### config.mk
export PLATFORM = sky130hd
export DESIGN_NAME = integer_range_set_core
export DESIGN_NICKNAME = d
export VERILOG_FILES = /design/src/hw/rtl/irs_pkg.sv /design/src/hw/rtl/integer_range_set_core.sv /design/src/hw/rtl/irs_table.sv /design/src/hw/rtl/irs_alu.sv
export SDC_FILE = /design/constraint.sdc
export NUM_CORES = 2
export LEC_CHECK = 0
export BUFFER_PORTS_ARGS = -buffer_cell sky130_fd_sc_hd__buf_2
export CORE_ASPECT_RATIO = 0.7
export CORE_UTILIZATION = 65
export CTS_CLUSTER_SIZE = 12
export DETAILED_ROUTE_END_ITERATION = 10
export PLACE_DENSITY = 0.79
export SLEW_MARGIN = 10
export SYNTH_ARGS = -nofsm -noshare
export SYNTH_HDL_FRONTEND = slang
export SYNTH_HIERARCHICAL = 1
export SYNTH_SLANG_ARGS = --single-unit
### constraint.sdc
create_clock -name clk -period 17.6 [get_ports clk]
set_input_delay 5.28 -clock clk [delete_from_list [all_inputs] [get_ports clk]]
set_output_delay 5.28 -clock clk [all_outputs]
set_load 0.005 [all_outputs]
### src/hw/rtl/irs_pkg.sv
// Shared types and constants for the integer range set core.
// Holds the range table entry layout, request/status codes and sequencer states.
// No dependencies.
`default_nettype none

package irs_pkg;

  localparam int MAX_RANGES = 16;
  localparam int KEY_BITS   = 32;
  localparam int IDX_W      = (MAX_RANGES > 1) ? $clog2(MAX_RANGES) : 1;
  localparam int CNT_W      = $clog2(MAX_RANGES + 1);

  localparam logic [1:0] MODE_INSERT = 2'd0;
  localparam logic [1:0] MODE_REMOVE = 2'd1;
  localparam logic [1:0] MODE_POP    = 2'd2;

  typedef enum logic [1:0] {
    STAT_DONE   = 2'd0,
    STAT_ABSENT = 2'd1,
    STAT_EMPTY  = 2'd2,
    STAT_FULL   = 2'd3
  } stat_t;

  typedef enum logic [2:0] {
    S_IDLE,
    S_SCAN,
    S_DECIDE,
    S_SHIFT,
    S_POST,
    S_DONE
  } state_t;

  typedef struct packed {
    logic [KEY_BITS-1:0] first;
    logic [KEY_BITS-1:0] last;
  } entry_t;

  typedef struct packed {
    logic key_lt_a;
    logic key_le_b;
    logic b_eq_km1;
    logic a_eq_kp1;
    logic a_eq_b;
    logic key_eq_a;
    logic key_eq_b;
  } flags_t;

endpackage

`default_nettype wire

### src/hw/rtl/integer_range_set_core.sv
// Top level of the integer range set core: request sequencer and datapath.
// Depends on irs_pkg, irs_table and irs_alu.
//
// Keys live as sorted, disjoint, non-adjacent ranges in a table of MAX_RANGES
// entries with one read port and one write port. A request is taken when start
// is high and busy is low; its result appears on status, key_out and ranges_used
// for exactly one cycle with done high and must be captured then. A request
// first scans the table to locate its place (one entry read per cycle, stopping
// early when the place is found), then decides; where ranges must move up or
// down it shifts them one entry at a time and then writes any pending entry,
// then raises done. Pop on an empty set and the unused mode go straight from
// idle to done. The single table read port is what paces the scan and shift.
// A new request may be started in the cycle done is high.
`default_nettype none

module integer_range_set_core (
  input  wire logic                          clk,
  input  wire logic                          rst,
  input  wire logic                          start,
  output logic                               busy,
  input  wire logic [1:0]                    mode,
  input  wire logic [irs_pkg::KEY_BITS-1:0]  key_in,
  output logic                               done,
  output logic [1:0]                         status,
  output logic [irs_pkg::KEY_BITS-1:0]       key_out,
  output logic [irs_pkg::CNT_W-1:0]          ranges_used
);
  import irs_pkg::*;

  state_t              state, state_next;
  logic [1:0]          mode_r, mode_r_next;
  logic [KEY_BITS-1:0] key, key_next;
  logic [CNT_W-1:0]    cnt, cnt_next;
  logic [CNT_W-1:0]    rd_idx, rd_idx_next;
  logic [CNT_W-1:0]    q_idx, q_idx_next;
  logic                q_valid, q_valid_next;
  logic [CNT_W-1:0]    pos, pos_next;
  logic                has_prev, has_prev_next;
  logic                has_cur, has_cur_next;
  entry_t              prev, prev_next;
  entry_t              cur, cur_next;
  logic                shift_up, shift_up_next;
  logic [CNT_W-1:0]    remain, remain_next;
  logic                post_we, post_we_next;
  logic [CNT_W-1:0]    post_addr, post_addr_next;
  entry_t              post_data, post_data_next;
  stat_t               stat_r, stat_next;
  logic [KEY_BITS-1:0] key_out_r, key_out_next;

  logic                we;
  logic [IDX_W-1:0]    wr_addr;
  entry_t              wr_data;
  logic [IDX_W-1:0]    rd_addr;
  entry_t              rd_data;

  logic [KEY_BITS-1:0] a_op, b_op, key_m1, key_p1, a_p1;
  flags_t              flags;

  logic [CNT_W-1:0]    pos_m1, cnt_m1, q_dst;
  logic                accept, found, adj_l, adj_r, full;

  irs_table u_table (
    .clk     (clk),
    .we      (we),
    .wr_addr (wr_addr),
    .wr_data (wr_data),
    .rd_addr (rd_addr),
    .rd_data (rd_data)
  );

  irs_alu u_alu (
    .key    (key),
    .a      (a_op),
    .b      (b_op),
    .flags  (flags),
    .key_m1 (key_m1),
    .key_p1 (key_p1),
    .a_p1   (a_p1)
  );

  always_comb begin
    if (state == S_SCAN) begin
      a_op = rd_data.first;
      b_op = rd_data.last;
    end else if (mode_r == MODE_REMOVE) begin
      a_op = prev.first;
      b_op = prev.last;
    end else if (mode_r == MODE_INSERT) begin
      a_op = cur.first;
      b_op = prev.last;
    end else begin
      a_op = cur.first;
      b_op = cur.last;
    end
  end

  assign busy        = (state != S_IDLE) && (state != S_DONE);
  assign done        = state == S_DONE;
  assign status      = stat_r;
  assign key_out     = key_out_r;
  assign ranges_used = cnt;

  assign accept = start && !busy;
  assign pos_m1 = pos - 1'b1;
  assign cnt_m1 = cnt - 1'b1;
  assign q_dst  = shift_up ? (q_idx + 1'b1) : (q_idx - 1'b1);
  assign found  = (mode_r == MODE_POP) || flags.key_lt_a;
  assign adj_l  = has_prev && flags.b_eq_km1;
  assign adj_r  = has_cur && flags.a_eq_kp1;
  assign full   = cnt >= CNT_W'(MAX_RANGES);

  always_ff @(posedge clk) begin
    if (rst) begin
      state   <= S_IDLE;
      cnt     <= '0;
      q_valid <= 1'b0;
    end else begin
      state   <= state_next;
      cnt     <= cnt_next;
      q_valid <= q_valid_next;
    end
  end

  always_ff @(posedge clk) begin
    mode_r    <= mode_r_next;
    key       <= key_next;
    rd_idx    <= rd_idx_next;
    q_idx     <= q_idx_next;
    pos       <= pos_next;
    has_prev  <= has_prev_next;
    has_cur   <= has_cur_next;
    prev      <= prev_next;
    cur       <= cur_next;
    shift_up  <= shift_up_next;
    remain    <= remain_next;
    post_we   <= post_we_next;
    post_addr <= post_addr_next;
    post_data <= post_data_next;
    stat_r    <= stat_next;
    key_out_r <= key_out_next;
  end

  always_comb begin
    state_next     = state;
    mode_r_next    = mode_r;
    key_next       = key;
    cnt_next       = cnt;
    rd_idx_next    = rd_idx;
    q_idx_next     = q_idx;
    q_valid_next   = 1'b0;
    pos_next       = pos;
    has_prev_next  = has_prev;
    has_cur_next   = has_cur;
    prev_next      = prev;
    cur_next       = cur;
    shift_up_next  = shift_up;
    remain_next    = remain;
    post_we_next   = post_we;
    post_addr_next = post_addr;
    post_data_next = post_data;
    stat_next      = stat_r;
    key_out_next   = key_out_r;
    we             = 1'b0;
    wr_addr        = '0;
    wr_data        = '0;
    rd_addr        = rd_idx[IDX_W-1:0];

    unique case (state)
      S_IDLE, S_DONE: begin
        if (accept) begin
          mode_r_next   = mode;
          key_next      = key_in;
          key_out_next  = '0;
          stat_next     = STAT_DONE;
          has_prev_next = 1'b0;
          has_cur_next  = 1'b0;
          pos_next      = cnt;
          rd_idx_next   = '0;
          post_we_next  = 1'b0;
          if (mode == MODE_POP && cnt == '0) begin
            stat_next  = STAT_EMPTY;
            state_next = S_DONE;
          end else if (mode == MODE_INSERT || mode == MODE_REMOVE || mode == MODE_POP) begin
            state_next = S_SCAN;
          end else begin
            state_next = S_DONE;
          end
        end else begin
          state_next = S_IDLE;
        end
      end

      S_SCAN: begin
        if (q_valid && found) begin
          pos_next     = q_idx;
          cur_next     = rd_data;
          has_cur_next = 1'b1;
          state_next   = S_DECIDE;
        end else begin
          if (q_valid) begin
            prev_next     = rd_data;
            has_prev_next = 1'b1;
          end
          if (rd_idx < cnt) begin
            q_valid_next = 1'b1;
            q_idx_next   = rd_idx;
            rd_idx_next  = rd_idx + 1'b1;
          end else if (!q_valid) begin
            pos_next   = cnt;
            state_next = S_DECIDE;
          end
        end
      end

      S_DECIDE: begin
        state_next = S_DONE;
        unique case (mode_r)
          MODE_INSERT: begin
            if (has_prev && flags.key_le_b) begin
              stat_next = STAT_DONE;
            end else if (adj_l && adj_r) begin
              we            = 1'b1;
              wr_addr       = pos_m1[IDX_W-1:0];
              wr_data       = '{first: prev.first, last: cur.last};
              rd_idx_next   = pos + 1'b1;
              remain_next   = cnt_m1 - pos;
              shift_up_next = 1'b0;
              cnt_next      = cnt_m1;
              state_next    = S_SHIFT;
            end else if (adj_l) begin
              we      = 1'b1;
              wr_addr = pos_m1[IDX_W-1:0];
              wr_data = '{first: prev.first, last: key};
            end else if (adj_r) begin
              we      = 1'b1;
              wr_addr = pos[IDX_W-1:0];
              wr_data = '{first: key, last: cur.last};
            end else if (full) begin
              stat_next = STAT_FULL;
            end else begin
              rd_idx_next    = cnt_m1;
              remain_next    = cnt - pos;
              shift_up_next  = 1'b1;
              post_we_next   = 1'b1;
              post_addr_next = pos;
              post_data_next = '{first: key, last: key};
              cnt_next       = cnt + 1'b1;
              state_next     = S_SHIFT;
            end
          end
          MODE_REMOVE: begin
            if (!has_prev || !flags.key_le_b) begin
              stat_next = STAT_ABSENT;
            end else if (flags.a_eq_b) begin
              rd_idx_next   = pos;
              remain_next   = cnt - pos;
              shift_up_next = 1'b0;
              cnt_next      = cnt_m1;
              state_next    = S_SHIFT;
            end else if (flags.key_eq_a) begin
              we      = 1'b1;
              wr_addr = pos_m1[IDX_W-1:0];
              wr_data = '{first: key_p1, last: prev.last};
            end else if (flags.key_eq_b) begin
              we      = 1'b1;
              wr_addr = pos_m1[IDX_W-1:0];
              wr_data = '{first: prev.first, last: key_m1};
            end else if (full) begin
              stat_next = STAT_FULL;
            end else begin
              we             = 1'b1;
              wr_addr        = pos_m1[IDX_W-1:0];
              wr_data        = '{first: prev.first, last: key_m1};
              rd_idx_next    = cnt_m1;
              remain_next    = cnt - pos;
              shift_up_next  = 1'b1;
              post_we_next   = 1'b1;
              post_addr_next = pos;
              post_data_next = '{first: key_p1, last: prev.last};
              cnt_next       = cnt + 1'b1;
              state_next     = S_SHIFT;
            end
          end
          default: begin
            key_out_next = cur.first;
            if (flags.a_eq_b) begin
              rd_idx_next   = CNT_W'(1);
              remain_next   = cnt_m1;
              shift_up_next = 1'b0;
              cnt_next      = cnt_m1;
              state_next    = S_SHIFT;
            end else begin
              we      = 1'b1;
              wr_addr = '0;
              wr_data = '{first: a_p1, last: cur.last};
            end
          end
        endcase
      end

      S_SHIFT: begin
        if (q_valid) begin
          we      = 1'b1;
          wr_addr = q_dst[IDX_W-1:0];
          wr_data = rd_data;
        end
        if (remain != '0) begin
          q_valid_next = 1'b1;
          q_idx_next   = rd_idx;
          rd_idx_next  = shift_up ? (rd_idx - 1'b1) : (rd_idx + 1'b1);
          remain_next  = remain - 1'b1;
        end else if (!q_valid) begin
          state_next = S_POST;
        end
      end

      S_POST: begin
        if (post_we) begin
          we      = 1'b1;
          wr_addr = post_addr[IDX_W-1:0];
          wr_data = post_data;
        end
        state_next = S_DONE;
      end

      default: begin
        state_next = S_IDLE;
      end
    endcase
  end

endmodule

`default_nettype wire

### src/hw/rtl/irs_table.sv
// Range table storage: one write port, one read port with registered read data.
// Depends on irs_pkg for the entry layout and depth.
`default_nettype none

module irs_table (
  input  wire logic                 clk,
  input  wire logic                 we,
  input  wire logic [irs_pkg::IDX_W-1:0] wr_addr,
  input  wire irs_pkg::entry_t      wr_data,
  input  wire logic [irs_pkg::IDX_W-1:0] rd_addr,
  output irs_pkg::entry_t           rd_data
);
  import irs_pkg::*;

  entry_t mem [MAX_RANGES];

  always_ff @(posedge clk) begin
    if (we) begin
      mem[wr_addr] <= wr_data;
    end
    rd_data <= mem[rd_addr];
  end

endmodule

`default_nettype wire

### src/hw/rtl/irs_alu.sv
// Shared compare and increment unit: compares the request key against one
// pair of range bounds and forms the key and bound neighbors. Depends on irs_pkg.
`default_nettype none

module irs_alu (
  input  wire logic [irs_pkg::KEY_BITS-1:0] key,
  input  wire logic [irs_pkg::KEY_BITS-1:0] a,
  input  wire logic [irs_pkg::KEY_BITS-1:0] b,
  output irs_pkg::flags_t                   flags,
  output logic [irs_pkg::KEY_BITS-1:0]      key_m1,
  output logic [irs_pkg::KEY_BITS-1:0]      key_p1,
  output logic [irs_pkg::KEY_BITS-1:0]      a_p1
);
  import irs_pkg::*;

  always_comb begin
    key_m1         = key - 1'b1;
    key_p1         = key + 1'b1;
    a_p1           = a + 1'b1;
    flags.key_lt_a = key < a;
    flags.key_le_b = key <= b;
    flags.b_eq_km1 = (key != '0) && (b == key_m1);
    flags.a_eq_kp1 = (key != '1) && (a == key_p1);
    flags.a_eq_b   = a == b;
    flags.key_eq_a = key == a;
    flags.key_eq_b = key == b;
  end

endmodule

`default_nettype wire
==> impl_metrics.toml <==
[timing]
final_max_slew_viol_count = 0
timing.final.crit_period_ns = 10.23
rsz0062_at_grt = "false"
hold_viol = 0
timing.fmax_mhz = 97.7
tns_ns = 0
skew_ns = 0.0310
finalWorstSetupSlack_ns = 7.37
worst_slew_pin_slew_ns = 1.30
slew-limit-headroom_pct = 12.6
period_share_pct = 58.1
setup_violations = 0

[status]
status = "finished clean"

[synth]
synth_cell_types = 102
synth_edf_count = 1312
synthDominantCellAreaShare_pct = 64.0
async_flop_share_pct = 0
synth.avg_cell_area_um2 = 15.2
yosysMostFrequentCell = "edfxtp_1"
synth_area_leaders = "edfxtp_1 64%, mux4_2 9.4%, nand2_1 3.2%"
yosysTopAreaCell = "edfxtp_1"
synth_flop_cell = "edfxtp_1"
syn_inst = 4060
synthTopCellsByCount = "1312 x edfxtp_1, 528 x nand2_1, 256 x mux4_2, 195 x a22oi_1, 186 x o21ai_0"
syn_area_mm2 = 0.0616
synth_warnings = 6
synth_nets = 4190
ys_seq_elements = 1385
yosysSeqAreaShare_pct = 66.4

[clock_tree]
cts_buffers = 137
cts_tree = "yes"
cts_resized = 0
hold_buffers = 0
htree_levels = 4
clkTransAtPathRegs_ns = 0.06
cts_root_buffer = "clkbuf_16"
cts_buffer_depth = 3
post_cts_buffers = 0
clk_latency_ns = 0.76
numClockSinks = 1385

[die]
die_width_um = 370
initial_utilization_pct = 65.6
rows = 94
coreArea_mm2 = 0.0939
die_h_um = 259
io-pin-count = 78
dieArea_mm2 = 0.0960

[setup_path]
critPathKind = "register to register"
r2r_start = "state[1]"
arrival_ns = 10.60
cp.required_ns = 17.97
ff2ff_path_depth = 21
endpoint_kind = "register"
timing.rr.end = "u_table/mem[11][37]"
r2r_slack_ns = 7.37
worst_setup_path_start_kind = "register"
cp_max_fo = 53

[detailed_routing]
dr.pass1.iters = 9
totalWireLength_mm = 182
drc_errors = 0
vias_per_cell = 7.29
postRouteAntennaNets = 0
vias = 40200
drt_iter0_markers = 7512
wire_per_inst_um = 33.0

[pwr]
p_leak_nw = 22.7
vdd_ir_drop_max_v = 0.000108
powerDensity_mw_per_mm2 = 152
total_power_mw = 10.3

[place]
dpl.hpwl_mm = 109
placed_area_mm2 = 0.0636
portBuffers = 77
post-place-ws_ns = 7.81
gp_congestion = 1.04

[global_routing]
antenna_found_initial = 6
gr-total-overflow = 0
grt_max_degree = 133
grt_pass1_vias = 38000
grt_first_pass_wirelength_mm = 263
grt_util_all_layers_pct = 38.2

[job]
cap_violations = 0

[worst_hold_path]
hold_start = "u_table/rd_data[37]"
min_to = "cur[37]"
hold_path_class = "register to register"
worst_hold_path.num_cells = 0

[layout]
drive_above_1_share_pct = 17.4
area_growth_pct = 10.0
nets = 4294
stdcell_area_mm2 = 0.0677
## cell families (layout without fill, tap and decap cells)
logic type / count (synthesis) / in the layout / share of synthesized area (%)
AND/OR/NAND/NOR: 974 / 974 / 7.53
buffers and inverters: 367 / 571 / 2.77
XOR/XNOR: 182 / 182 / 2.66
adder cells (fa/ha/maj): 94 / 94 / 1.94
multiplexers: 301 / 301 / 10.1
other: 0 / 2 / 0
flip-flops: 1385 / 1385 / 66.4
AO/OA/AOI/OAI: 757 / 757 / 8.62
## layout make-up
cell class	count	area [um^2]
antenna	2	5.00
fill	5800	26100
inverter	102	384
timing repair buffer	230	1570
clock inverter	12	175
sequential	1385	40900
clock buffer	227	3920
tap	1248	1560
multi-input combinational	2308	19300
## through the flow
stage                     utilization [%]  hold WS (ns)  std cells
final                                72.2         0.495       5514
after global routing                 72.2         0.518       5512
after CTS                            72.1         0.502       5512
after detailed placement             67.8         0.490       5273
after global placement               67.8         0.493       5273
after floorplan                         -         0.424       4060
## worst max-delay path, stage by stage (launching register included)
cell and delay [ns]:
dfxtp_1 0.76, nand2b_2 0.50, buf_4 0.57, nor2_1 0.10
a31oi_1 0.52, ha_1 0.37, nor2_1 0.12, o21ai_0 0.09
a311o_1 0.35, a311oi_1 0.27, nand4_1 0.13, or4_1 0.46
nor4_1 0.92, and2_2 0.92, nand3_1 0.23, o21ai_0 0.23
o21ai_0 0.10, o21ai_0 0.89, nand2_1 0.52, nor2_4 0.70
buf_4 0.39, buf_4 0.57
## routing by layer
layer  vias up  part of all wire (%)  GRT usage [%]  wire (um)
met1     20100                    38           56.5      69300
met2      3457                    44           55.4      79400
met4        15                   3.8           12.6       6900
met3       482                    14           10.6      26200
met5         -                  0.11              0        193
li1      16200                     -              -          -
## how the worst max path moves through the flow
stage | startpoint | to | slack (ns) | depth (start not counted)
after detailed placement | state[1] | u_table/mem[11][38] | 7.81 | 21
after floorplan | mode_r[1] | post_data[0] | 7.28 | 18
after global placement | state[1] | u_table/mem[10][3] | 8.32 | 20
after global routing | state[1] | u_table/mem[11][62] | 7.06 | 21
final | state[1] | u_table/mem[11][37] | 7.37 | 21
after CTS | state[1] | u_table/mem[11][40] | 7.69 | 21
## where the power goes
group | internal (mW) | leakage (nW) | switching (mW)
clock | 1.55 | 1.96 | 1.23
combinational | 1.20 | 8.16 | 2.05
sequential | 3.99 | 12.6 | 0.252
total | 6.75 | 22.7 | 3.52
## placed cells by master, fill, tap and decap left out, drive strengths merged, types with 42 or more instances in the layout
master / instances
edfxtp: 1312
nand2: 531
mux4: 256
buf: 230
clkbuf: 227
o21ai: 219
a22oi: 195
nor2: 118
xnor2: 108
inv: 104
ha: 90
dfxtp: 73
xor2: 71
a22o: 66
a222oi: 66
nor3: 60
a21oi: 57
nand3: 49
nand4: 42
## flip-flops by register name (all words and copies together), names as in the netlist, 2 cells and up
name and count:
state 3, mode_r 2, u_table/rd_data 64, ranges_used 5
cur 64, key 32, status 2, key_out 32
pos 5, q_idx 5, post_addr 4, prev 64
remain 5, u_table/mem 1024, rd_idx 5, post_data 64
No activity file was read; power rests on OpenSTA's default activity.
